$ cat src/rtl/rrlt_pkg.sv
package rrlt_pkg;

    localparam int COORD_BITS = 32;

    localparam logic CMD_LOCK   = 1'b0;
    localparam logic CMD_UNLOCK = 1'b1;

    localparam logic [2:0] ST_GRANTED   = 3'd0;
    localparam logic [2:0] ST_CONFLICT  = 3'd1;
    localparam logic [2:0] ST_FULL      = 3'd2;
    localparam logic [2:0] ST_UNLOCKED  = 3'd3;
    localparam logic [2:0] ST_NOT_FOUND = 3'd4;

    typedef logic [COORD_BITS-1:0] coord_t;

    typedef struct packed {
        logic       cmd;
        coord_t     left_x;
        coord_t     top_y;
        coord_t     right_x;
        coord_t     bottom_y;
        logic       want_write;
        logic [4:0] release_id;
    } rrlt_req_t;

    typedef struct packed {
        logic [2:0] status;
        logic [4:0] granted_id;
    } rrlt_rsp_t;

    // flags that ride down the cell chain
    typedef struct packed {
        logic clash;
        logic free_found;
        logic found;
    } rrlt_probe_t;

    // update strobes broadcast to every cell at the end of a request
    typedef struct packed {
        logic set;
        logic clr;
    } rrlt_commit_t;

    // closed-interval overlap, three-clause form; corners are not reordered
    function automatic logic spans_meet(coord_t lo, coord_t hi, coord_t rlo, coord_t rhi);
        logic a;
        logic b;
        logic c;
        a = (rlo >= lo) && (rlo <= hi);
        b = (rlo <= lo) && (rhi >= hi);
        c = (rhi >= lo) && (rhi <= hi);
        return a || b || c;
    endfunction

endpackage

$ cat src/rtl/rrlt_cell.sv
module rrlt_cell #(
    parameter int IDX_W = 4,
    parameter int IDX   = 0
) (
    input  logic                   clk,
    input  logic                   rst_n,
    input  rrlt_pkg::rrlt_req_t    req,
    input  rrlt_pkg::rrlt_probe_t  probe_in,
    input  logic [IDX_W-1:0]       free_idx_in,
    input  rrlt_pkg::rrlt_commit_t commit,
    input  logic [IDX_W-1:0]       commit_idx,
    output rrlt_pkg::rrlt_probe_t  probe_out,
    output logic [IDX_W-1:0]       free_idx_out
);
    import rrlt_pkg::*;

    localparam int RID_W = IDX_W + 6;

    logic        valid_reg;
    logic        is_write_reg;
    coord_t      left_x_reg;
    coord_t      top_y_reg;
    coord_t      right_x_reg;
    coord_t      bottom_y_reg;

    rrlt_probe_t      probe_reg;
    rrlt_probe_t      probe_next;
    logic [IDX_W-1:0] free_idx_reg;
    logic [IDX_W-1:0] free_idx_next;

    logic own_clash;
    logic rid_match;
    logic set_here;

    assign rid_match = (RID_W'(req.release_id) == RID_W'(IDX + 1));
    assign set_here  = commit.set && (commit_idx == IDX_W'(IDX));

    assign own_clash = valid_reg && (is_write_reg || req.want_write)
                    && spans_meet(left_x_reg, right_x_reg, req.left_x, req.right_x)
                    && spans_meet(top_y_reg, bottom_y_reg, req.top_y, req.bottom_y);

    always_comb
    begin
        probe_next.clash = probe_in.clash | own_clash;
        probe_next.found = probe_in.found | (valid_reg && rid_match);
        if (!probe_in.free_found && !valid_reg)
        begin
            probe_next.free_found = 1'b1;
            free_idx_next         = IDX_W'(IDX);
        end
        else
        begin
            probe_next.free_found = probe_in.free_found;
            free_idx_next         = free_idx_in;
        end
    end

    always_ff @(posedge clk or negedge rst_n)
    begin
        if (!rst_n)
        begin
            valid_reg <= 1'b0;
            probe_reg <= '0;
        end
        else
        begin
            probe_reg <= probe_next;
            if (set_here)
            begin
                valid_reg <= 1'b1;
            end
            else if (commit.clr && rid_match)
            begin
                valid_reg <= 1'b0;
            end
        end
    end

    always_ff @(posedge clk)
    begin
        free_idx_reg <= free_idx_next;
        if (set_here)
        begin
            is_write_reg <= req.want_write;
            left_x_reg   <= req.left_x;
            top_y_reg    <= req.top_y;
            right_x_reg  <= req.right_x;
            bottom_y_reg <= req.bottom_y;
        end
    end

    assign probe_out    = probe_reg;
    assign free_idx_out = free_idx_reg;

endmodule

$ cat config.mk
export PLATFORM = sky130hd
export DESIGN_NAME = rrlt_cell
export DESIGN_NICKNAME = d
export VERILOG_FILES = /design/src/rtl/rrlt_pkg.sv /design/src/rtl/rrlt_cell.sv
export SDC_FILE = /design/constraint.sdc
export NUM_CORES = 1
export LEC_CHECK = 0
export ABC_CLOCK_PERIOD_IN_PS = 2600
export BUFFER_PORTS_ARGS = -buffer_cell sky130_fd_sc_hd__clkbuf_2
export CAP_MARGIN = 20
export CORE_MARGIN = 2
export CORE_UTILIZATION = 50
export DETAILED_ROUTE_END_ITERATION = 10
export GPL_TIMING_DRIVEN = 0
export PLACE_DENSITY = 0.84
export SLEW_MARGIN = 10
export SYNTH_ARGS = -nofsm -noshare
export SYNTH_HDL_FRONTEND = slang
export SYNTH_SLANG_ARGS = --single-unit
$ cat constraint.sdc
create_clock -name clk -period 2.6 [get_ports clk]
set_input_delay 0.52 -clock clk [delete_from_list [all_inputs] [get_ports clk]]
set_output_delay 0.52 -clock clk [all_outputs]
set_load 0.02 [all_outputs]
==> results.toml, run 1 <==
[floorplan]
fp-row-count = 52
dieWidth_um = 147
core_area_sq_um = 20200
die-area_sq_um = 21700
ios = 157
die_h_um = 147
initial_core_util_pct = 50.8

[placement]
dp_hpwl_um = 20900
gp_congestion = 0.921
portBuffers = 155
placed_area_sq_um = 11500

[final_layout]
drive_gt1_share_pct = 20.4
nets = 1549
layout-area-overhead-vs-synth_pct = 19.7
fin_area_sq_um = 12300

[global_routing]
antenna_found_initial = 2
overflow = 0
grt_pass1_vias = 8549
grt_pass1_wl_um = 40700
grtUsageTotal_pct = 23.9
grt_max_degree = 17

[critical_path]
cp_slowest_stage_delay_ps = 590
critical_path.cell_chain = "inv_1, ha_1, nand4_4, or4_4, nor2_2, a21oi_1, nor4bb_2, o21a_1, a211oi_2"
slowest_stage = "or4_4"
criticalPathCategory = "register to register"
regToRegStartpoint = "left_x_reg[31]"
cp-end-kind = "register"
startpoint = "left_x_reg[31]"
critPathMaxFanout = 4
required_ps = 2940
cp_data_arrival_time_ps = 2850
cp-start-kind = "register"

[routing]
drtIter0Drc = 431
drc_errors = 0
ant_nets = 0
routed_wl_um = 25600
vias = 8232
vias_per_cell = 5.76
first_pass_iters = 7
wire_per_inst_um = 17.9

[timing]
layout_min_cycle_time_ps = 2500
worst_slew_pin_slew_ps = 622
timing.final.crit_share_pct = 96.3
setup_viol = 0
holdWs_ps = 282
relSlewSlack_pct = 58.2
setup_tns_ps = 0
max_freq_mhz = 399
finClkSkew_ps = 6.61
timing.final.max_slew_violations = 0
finalHoldViolations = 0

[power_and_ir_drop]
power.leakage_nw = 5.81
power_mw = 5.63
power.density_nw_per_um2 = 458
vdd_drop_max_mv = 0.484

[cts]
htree_levels = 4
clkSinkCount = 137
cts_max_path_buffers = 2
clk_latency_ps = 420
root_buffer = "clkbuf_16"
cts_buffers = 17
cts_tree = "built"
clkTransAtPathRegs_ps = 60

[hold_path]
min_from = "probe_in[0]"
hold_class = "primary input to register"

[outcome]
status = "finished, final reports clean"

[logic_synthesis]
ys_types = 53
ys_seq_area_share_pct = 39.4
netlist_area_sq_um = 10300
yosys_most_used_dff = "edfxtp_1"
ys_ff_latch = 137
synth_nets = 1355
synth_edf_count = 129
yosys_warnings = 0
syn_avg_cell_area_sq_um = 10.8
async_flop_share_pct = 2.92
syn_inst = 949

[job]
maxCapViolations = 0
==> cells by family (layout without fill, tap and decap cells) <==
| group | count (synthesis) | count (layout) | synth area share (%) |
|---|---|---|---|
| other | 0 | 2 | 0 |
| DFF | 137 | 137 | 39.4 |
| adders and majority gates | 256 | 256 | 31.2 |
| buffers and inverters | 136 | 343 | 4.97 |
| AOI/OAI and AO/OA | 210 | 210 | 13.0 |
| and+or+nand+nor | 210 | 210 | 11.5 |
==> path summary, 6_finish.rpt <==
check | end | slack [ps] | depth (start not counted)
worst max-delay path | probe_out[2] | 100 | 9
worst min-delay path | probe_out[0] | 280 | 2
worst max register to register | probe_out[2] | 100 | 9
worst min register to register | probe_out[1] | 630 | 1
max in group asynchronous | probe_out[1] | 1980 | 2
min in group asynchronous | probe_out[2] | 490 | 2
==> through the flow <==
stage | worst slack, ps | utilization, % | instances
after floorplan | -2610 | - | 949
after global placement | -4390 | 56.4 | 1374
after detailed placement | -651 | 57.1 | 1385
after CTS | 1.62 | 59.9 | 1418
after global routing | -30.4 | 60.8 | 1426
final | 96.8 | 60.8 | 1428
==> critical path, delay by kind of cell (launching register included) <==
| kind | cells | cell delay (ps) |
|---|---|---|
| buf+inv | 1 | 60 |
| compound gates | 3 | 520 |
| flops | 1 | 330 |
| simple gates | 4 | 1140 |
| fa+ha+maj | 1 | 360 |
==> power breakdown <==
part | total, mW | switching [mW] | internal, mW
Sequential | 2.49 | 0.0211 | 2.47
Combinational | 0.930 | 0.531 | 0.399
Clock | 2.21 | 0.987 | 1.22
Total | 5.63 | 1.54 | 4.09
==> routing by layer <==
layer / share of wire (%) / vias to the layer above / track usage [%]
met5: 0 / - / 0
met4: 3.2 / 0 / 10.6
met3: 6.1 / 70 / 4.94
met2: 49 / 293 / 42.4
met1: 41 / 3846 / 28.0
li1: - / 4023 / -
==> layout by cell type, fill, tap and decap left out, types with 13 or more instances in the layout <==
cell type,synthesis,layout
nor2b_1,13,13
nor2_1,29,28
inv_1,136,135
clkbuf_16,0,17
clkbuf_2,0,155
nand3_1,26,26
edfxtp_1,129,129
o21ai_0,25,23
ha_1,256,256
a21oi_1,92,90
a21o_1,21,21
nand4_1,49,49
nand2_1,46,46
==> what timing repair did <==
action	in CTS	in global routing
endpoints found under the setup margin	1	1
pin swaps	4	11
hold buffers	1	0
setup buffers	0	8
endpoints found under the hold margin	4	0
gates resized for setup	9	21
==> cells in the mapped netlist, types with 4 or more instances <==
library cell / count / area share [%]
a2111oi_0: 5 / 0.43
nor3_1: 5 / 0.24
edfxtp_1: 129 / 38
and4_1: 6 / 0.51
a21o_1: 21 / 1.5
inv_1: 136 / 5.0
nand2_1: 46 / 1.7
a221oi_1: 12 / 1.0
a221o_1: 5 / 0.49
o21a_1: 8 / 0.58
o21ai_0: 25 / 1.2
nor2_1: 29 / 1.1
ha_1: 256 / 31
a21oi_1: 92 / 4.5
or4_4: 4 / 0.44
nand4_1: 49 / 3.0
nand2b_1: 7 / 0.43
o22ai_1: 4 / 0.24
nor2b_1: 13 / 0.79
o21ai_1: 4 / 0.19
dfxtp_1: 4 / 0.78
dfrtp_1: 4 / 0.97
nor4_1: 8 / 0.49
nand3_1: 26 / 1.3
or4_1: 4 / 0.29
o211ai_1: 7 / 0.51
a211oi_1: 5 / 0.37
==> final cells by class <==
class,count,area (sq um)
Sequential cell,137,4050
Timing Repair Buffer,175,977
Clock buffer,19,433
Antenna cell,2,5.00
Fill cell,1585,7930
Multi-Input combinational cell,676,5890
Clock inverter,13,97.6
Inverter,136,510
Tap cell,270,338
Note: power is estimated with default switching activity, not from simulation.
==> run 2: changes to the inputs <==
--- a/config.mk
+++ b/config.mk
@@ -10,9 +10,10 @@
 export CAP_MARGIN = 20
 export CORE_MARGIN = 2
 export CORE_UTILIZATION = 50
+export CTS_CLUSTER_SIZE = 10
 export DETAILED_ROUTE_END_ITERATION = 10
 export GPL_TIMING_DRIVEN = 0
-export PLACE_DENSITY = 0.84
+export PLACE_DENSITY = 0.72
 export SLEW_MARGIN = 10
 export SYNTH_ARGS = -nofsm -noshare
 export SYNTH_HDL_FRONTEND = slang
==> run 2 against run 1 <==
  * Count of clock-buffer cells in the layout is 1 lower
  * Register-to-register slack worse by 20 ps
  * Setup slack worse by 21 ps
  * Clock power is 18% higher
  * First-iteration DRC count is 16% lower
  * Die area stayed put
  * Via count is 3.3% lower
  * Sequential cell count stayed put
  * Sequential power hardly changed
  * Routed wire length is 4.1% lower
  * Power is 6.7% higher
  * Combinational power is 3.0% lower
  * Largest cell class unchanged
==> results.toml, run 2 (same netlist as run 1, synthesis figures left out) <==
[outcome]
status = "finished, final reports clean"

[final_layout]
multi_input_area_sq_um = 5860
drive_gt1_share_pct = 20.2
final_common_cell = "ha_1"
nets = 1548
fillers = 1627
regArea_sq_um = 4050
layout_common_cells = "256 x ha_1, 155 x clkbuf_2, 136 x inv_1"
layout-area-overhead-vs-synth_pct = 20.3
diodes = 0

[critical_path]
critPathMaxFanout = 4
cp_data_arrival_time_ps = 2860
cp-end-kind = "register"
required_ps = 2940
cp-start-kind = "register"
r2r_cells = 9
criticalPathCategory = "register to register"

[routing]
vias = 7960
drc_errors = 0
ant_nets = 0
first_pass_iters = 6
routed_wl_um = 24500
vias_per_cell = 5.59
drtIter0Drc = 360
wire_per_inst_um = 17.2

[cts]
cts_tree = "built"
cts_max_path_buffers = 2
clkTransAtPathRegs_ps = 60
clk_latency_ps = 420
htree_levels = 4
cts_buffers = 17
root_buffer = "clkbuf_16"
clkSinkCount = 137

[timing]
relSlewSlack_pct = 62.8
finClkSkew_ps = 5.73
holdWs_ps = 292
setup_slack_ps = 75.5
max_freq_mhz = 396
finalHoldViolations = 0
layout_min_cycle_time_ps = 2520
worst_slew_pin_slew_ps = 554
timing.final.max_slew_violations = 0
setup_viol = 0
timing.final.crit_share_pct = 97.1

[hold_path]
whs_path_depth = 1
hold_class = "primary input to register"

[global_routing]
use_met2_pct = 39.9
antenna_found_initial = 1
busiest_layer = "met2"
gr-usage-met3_pct = 4.48
grt_max_degree = 17
use_met1_pct = 29.0
grt_pass1_vias = 8145
grtUsageTotal_pct = 23.2
grt_pass1_wl_um = 39500
overflow = 0

[floorplan]
die_h_um = 147
dieWidth_um = 147
initial_core_util_pct = 50.8
die-area_sq_um = 21700
fp-row-count = 52
core_area_sq_um = 20200
ios = 157

[placement]
portBuffers = 155
pre_cts_ws_ps = -637
gp_congestion = 0.862
dp_hpwl_um = 20400

[power_and_ir_drop]
power.leakage_nw = 5.85
power.density_nw_per_um2 = 486
vdd_drop_max_mv = 0.466

[job]
maxCapViolations = 0
-- run 2: per-layer routing --
metal,up-vias,part of all wire [%]
met3,41,5.6
li1,4012,-
met2,204,49
met5,-,0.053
met1,3701,43
met4,2,2.4
-- run 2: where the power goes --
part           total [mW]  internal [mW]  leakage, nW  switching (mW)
clock                2.61           1.61        0.295           0.999
sequential           2.49           2.47         1.24          0.0237
combinational       0.902          0.392         4.31           0.511
-- run 2: stage by stage --
step | total power [mW] | cell area (sq um) | instances | utilization (%) | setup TNS, ps
2_1_floorplan | 3.03 | 10300 | 949 | - | -338520
3_3_place_gp | 3.37 | 11400 | 1374 | 56.4 | -591120
3_5_place_dp | 3.41 | 11600 | 1386 | 57.1 | -637
4_1_cts | 6.03 | 12200 | 1419 | 60.4 | 0
5_1_grt | 6.27 | 12400 | 1425 | 61.1 | -30.1
6_report | 6.01 | 12400 | 1425 | 61.1 | 0
-- run 2: what timing repair did --
item / CTS / global route
gates resized for setup: 7 / 17
buffers inserted: 0 / 6
hold buffers: 1 / 0
endpoints found under the hold margin: 4 / 0
endpoints found under the setup margin: 1 / 1
pin swaps: 2 / 11
-- run 2: path summary, 6_finish.rpt --
check | startpoint | to | slack [ps]
min reg2reg | valid_reg | probe_out[1] | 630
max reg2reg | left_x_reg[27] | probe_out[2] | 80
min | req[5] | is_write_reg | 290
max in group asynchronous | rst_n | probe_out[1] | 2010
min in group asynchronous | rst_n | probe_out[0] | 440
max | left_x_reg[27] | probe_out[2] | 80
-- run 2: cell type report --
cell class / count / share of cell area (%)
Multi-Input combinational cell: 676 / 47.4
Timing Repair Buffer: 174 / 7.90
Clock buffer: 18 / 3.47
Inverter: 136 / 4.13
Clock inverter: 14 / 1.58
Tap cell: 270 / 2.73
Sequential cell: 137 / 32.8
-- run 2: critical path: stages (launching register included) --
cell and delay (ps):
edfxtp_1 330, inv_1 60, ha_1 320, nand4_1 240, or4_4 590, nor2_2 180
a21oi_1 100, nor4bb_1 200, o21a_1 230, a211oi_2 190
==> run 3: changes to the inputs <==
--- a/config.mk
+++ b/config.mk
@@ -9,11 +9,11 @@
 export BUFFER_PORTS_ARGS = -buffer_cell sky130_fd_sc_hd__clkbuf_2
 export CAP_MARGIN = 20
 export CORE_MARGIN = 2
-export CORE_UTILIZATION = 50
+export CORE_UTILIZATION = 30
 export CTS_CLUSTER_SIZE = 10
 export DETAILED_ROUTE_END_ITERATION = 10
 export GPL_TIMING_DRIVEN = 0
-export PLACE_DENSITY = 0.72
+export PLACE_DENSITY = 0.57
 export SLEW_MARGIN = 10
 export SYNTH_ARGS = -nofsm -noshare
 export SYNTH_HDL_FRONTEND = slang
==> run 3 against run 2 <==
  * Via count is 2.5% lower
  * Non-clock buffer count is 3 lower
  * Setup slack better by 26 ps
  * Sequential share of layout area is 0.69 points lower
  * First-iteration DRC count is 5.0% lower
  * Cell area is 2.2% higher
  * Register-to-register slack better by 30 ps
  * Final cell count is 12% higher
  * Utilization is 24 points lower
  * Clock skew is 1.1 ps higher
  * Global-route usage is 8.0 points lower
  * Sequential power hardly changed
==> results.toml, run 3 (same netlist as run 1, synthesis figures left out) <==
[final_layout]
drive_gt1_share_pct = 20.8
final-instance-count-excl-fill = 1603
final_core_util_pct = 37.6
final_common_cell = "ha_1"
layout_common_cells = "254 x ha_1, 155 x clkbuf_2, 134 x inv_1"
layout-area-overhead-vs-synth_pct = 22.9
nets = 1545
fillers = 3305

[timing]
finalHoldViolations = 0
timing.final.crit_share_pct = 96.1
setup_tns_ps = 0
worst_slew_pin_slew_ps = 758
rsz0062_at_grt = "yes"
layout_min_cycle_time_ps = 2500
setup_viol = 0
finClkSkew_ps = 6.83
timing.final.max_slew_violations = 0
max_freq_mhz = 400
relSlewSlack_pct = 49.0
setup_slack_ps = 102

[routing]
vias = 7764
ant_nets = 0
vias_per_cell = 4.84
drtIter0Drc = 342
first_pass_iters = 4
wire_per_inst_um = 16.3
routed_wl_um = 26100
drc_errors = 0

[cts]
clkTransAtPathRegs_ps = 60
clk_latency_ps = 440
cts_buffers = 17
cts_max_path_buffers = 2
root_buffer = "clkbuf_16"
htree_levels = 4
clkSinkCount = 137
cts_tree = "built"

[power_and_ir_drop]
seqPwrFrac_pct = 41.3
p_comb_share_pct = 15.1
switching_share_pct = 25.8
clock_power_share_pct = 43.6
power.density_nw_per_um2 = 477
power.leakage_nw = 5.83
p_int_mw = 4.47
p_sw_mw = 1.56
vdd_drop_max_mv = 0.460

[global_routing]
grt_pass1_vias = 7844
grtUsageTotal_pct = 15.2
overflow = 0
antenna_found_initial = 3
grt_max_degree = 17
grt_pass1_wl_um = 41700

[floorplan]
dieWidth_um = 189
fp-row-count = 67
ios = 157
die-area_sq_um = 35800
initial_core_util_pct = 30.6
die_h_um = 189
core_area_sq_um = 33600

[hold_path]
hold_class = "primary input to register"
whs_path_depth = 1
min_from = "req[5]"
min_to = "is_write_reg"

[critical_path]
required_ps = 2910
regToRegStartpoint = "top_y_reg[13]"
r2r_end = "probe_out[2]"
cp-end-kind = "register"
startpoint = "top_y_reg[13]"
critPathMaxFanout = 2
r2r_setup_slack_ps = 100
cp_data_arrival_time_ps = 2810
criticalPathCategory = "register to register"
r2r_cells = 10
cp-start-kind = "register"

[job]
maxCapViolations = 0

[placement]
placed_cells = 1565
gp_congestion = 0.815
pre_cts_ws_ps = -787
dp_hpwl_um = 22200
portBuffers = 155

[outcome]
status = "finished, final reports clean"
==> run 3: cell count changes in the layout (fill, tap and decap cells not counted), sizes merged <==
| cell | change |
|---|---|
| diode | +3 |
| buf | -3 |
| clkinvlp | +3 |
| clkbuf | -1 |
| inv | -2 |
==> run 3: area by class of cell <==
class / count / area, sq um / share of cell area (%)
repair buffers: 171 / 947 / 7.50
clock buffers: 17 / 425 / 3.37
diodes: 3 / 7.51 / 0.0594
inverters: 136 / 510 / 4.04
well taps: 448 / 561 / 4.44
flip-flops and latches: 137 / 4050 / 32.1
clock inverters: 15 / 201 / 1.59
multi-input cells: 676 / 5930 / 46.9
==> run 3: worst max-delay path by stage <==
stage,endpoint,depth (start not counted)
after CTS,probe_out[2],10
after global placement,right_x_reg[9],3
after global routing,probe_out[2],10
after detailed placement,probe_out[2],11
final,probe_out[2],10
after floorplan,bottom_y_reg[0],2
==> run 3: critical path, cell delays in order (launching register included) <==
cell       delay (ps)
edfxtp_1          370
inv_2              90
ha_4              200
a21oi_2           140
o21ai_2            80
or4_4             570
a2111oi_4         340
o21a_1            220
nand4_1           140
a21oi_2           180
a211oi_2           40
==> run 3: repair_timing <==
item	in CTS	in global routing
setup endpoints to repair	1	1
setup buffers	0	2
hold endpoints to repair	4	0
pin swaps	0	11
hold buffers	1	0
gates resized for setup	5	31
==> run 3: through the flow <==
stage | cell area (sq um) | hold WS [ps] | power (mW)
final | 12600 | 277 | 6.03
after global placement | 11600 | 334 | 3.39
after floorplan | 10300 | 224 | 3.03
after global routing | 12600 | 259 | 6.32
after detailed placement | 11800 | 341 | 3.41
after CTS | 12400 | 253 | 6.07
==> run 3: routing by layer <==
layer / up-vias / part of all wire, % / track usage [%]
met1: 3585 / 46 / 19.5
met4: 2 / 1.1 / 3.73
met2: 148 / 48 / 25.8
met5: - / 0.050 / 0
met3: 23 / 5.0 / 3.56
li1: 4006 / - / -
==> run 3: power by group through the flow <==
stage	clock network [mW]	logic, mW	registers (mW)
floorplan	0	0.481	2.55
global placement	0	0.844	2.55
detailed placement	0	0.871	2.54
CTS	2.69	0.886	2.49
global route	2.78	1.05	2.50
finish	2.62	0.909	2.49
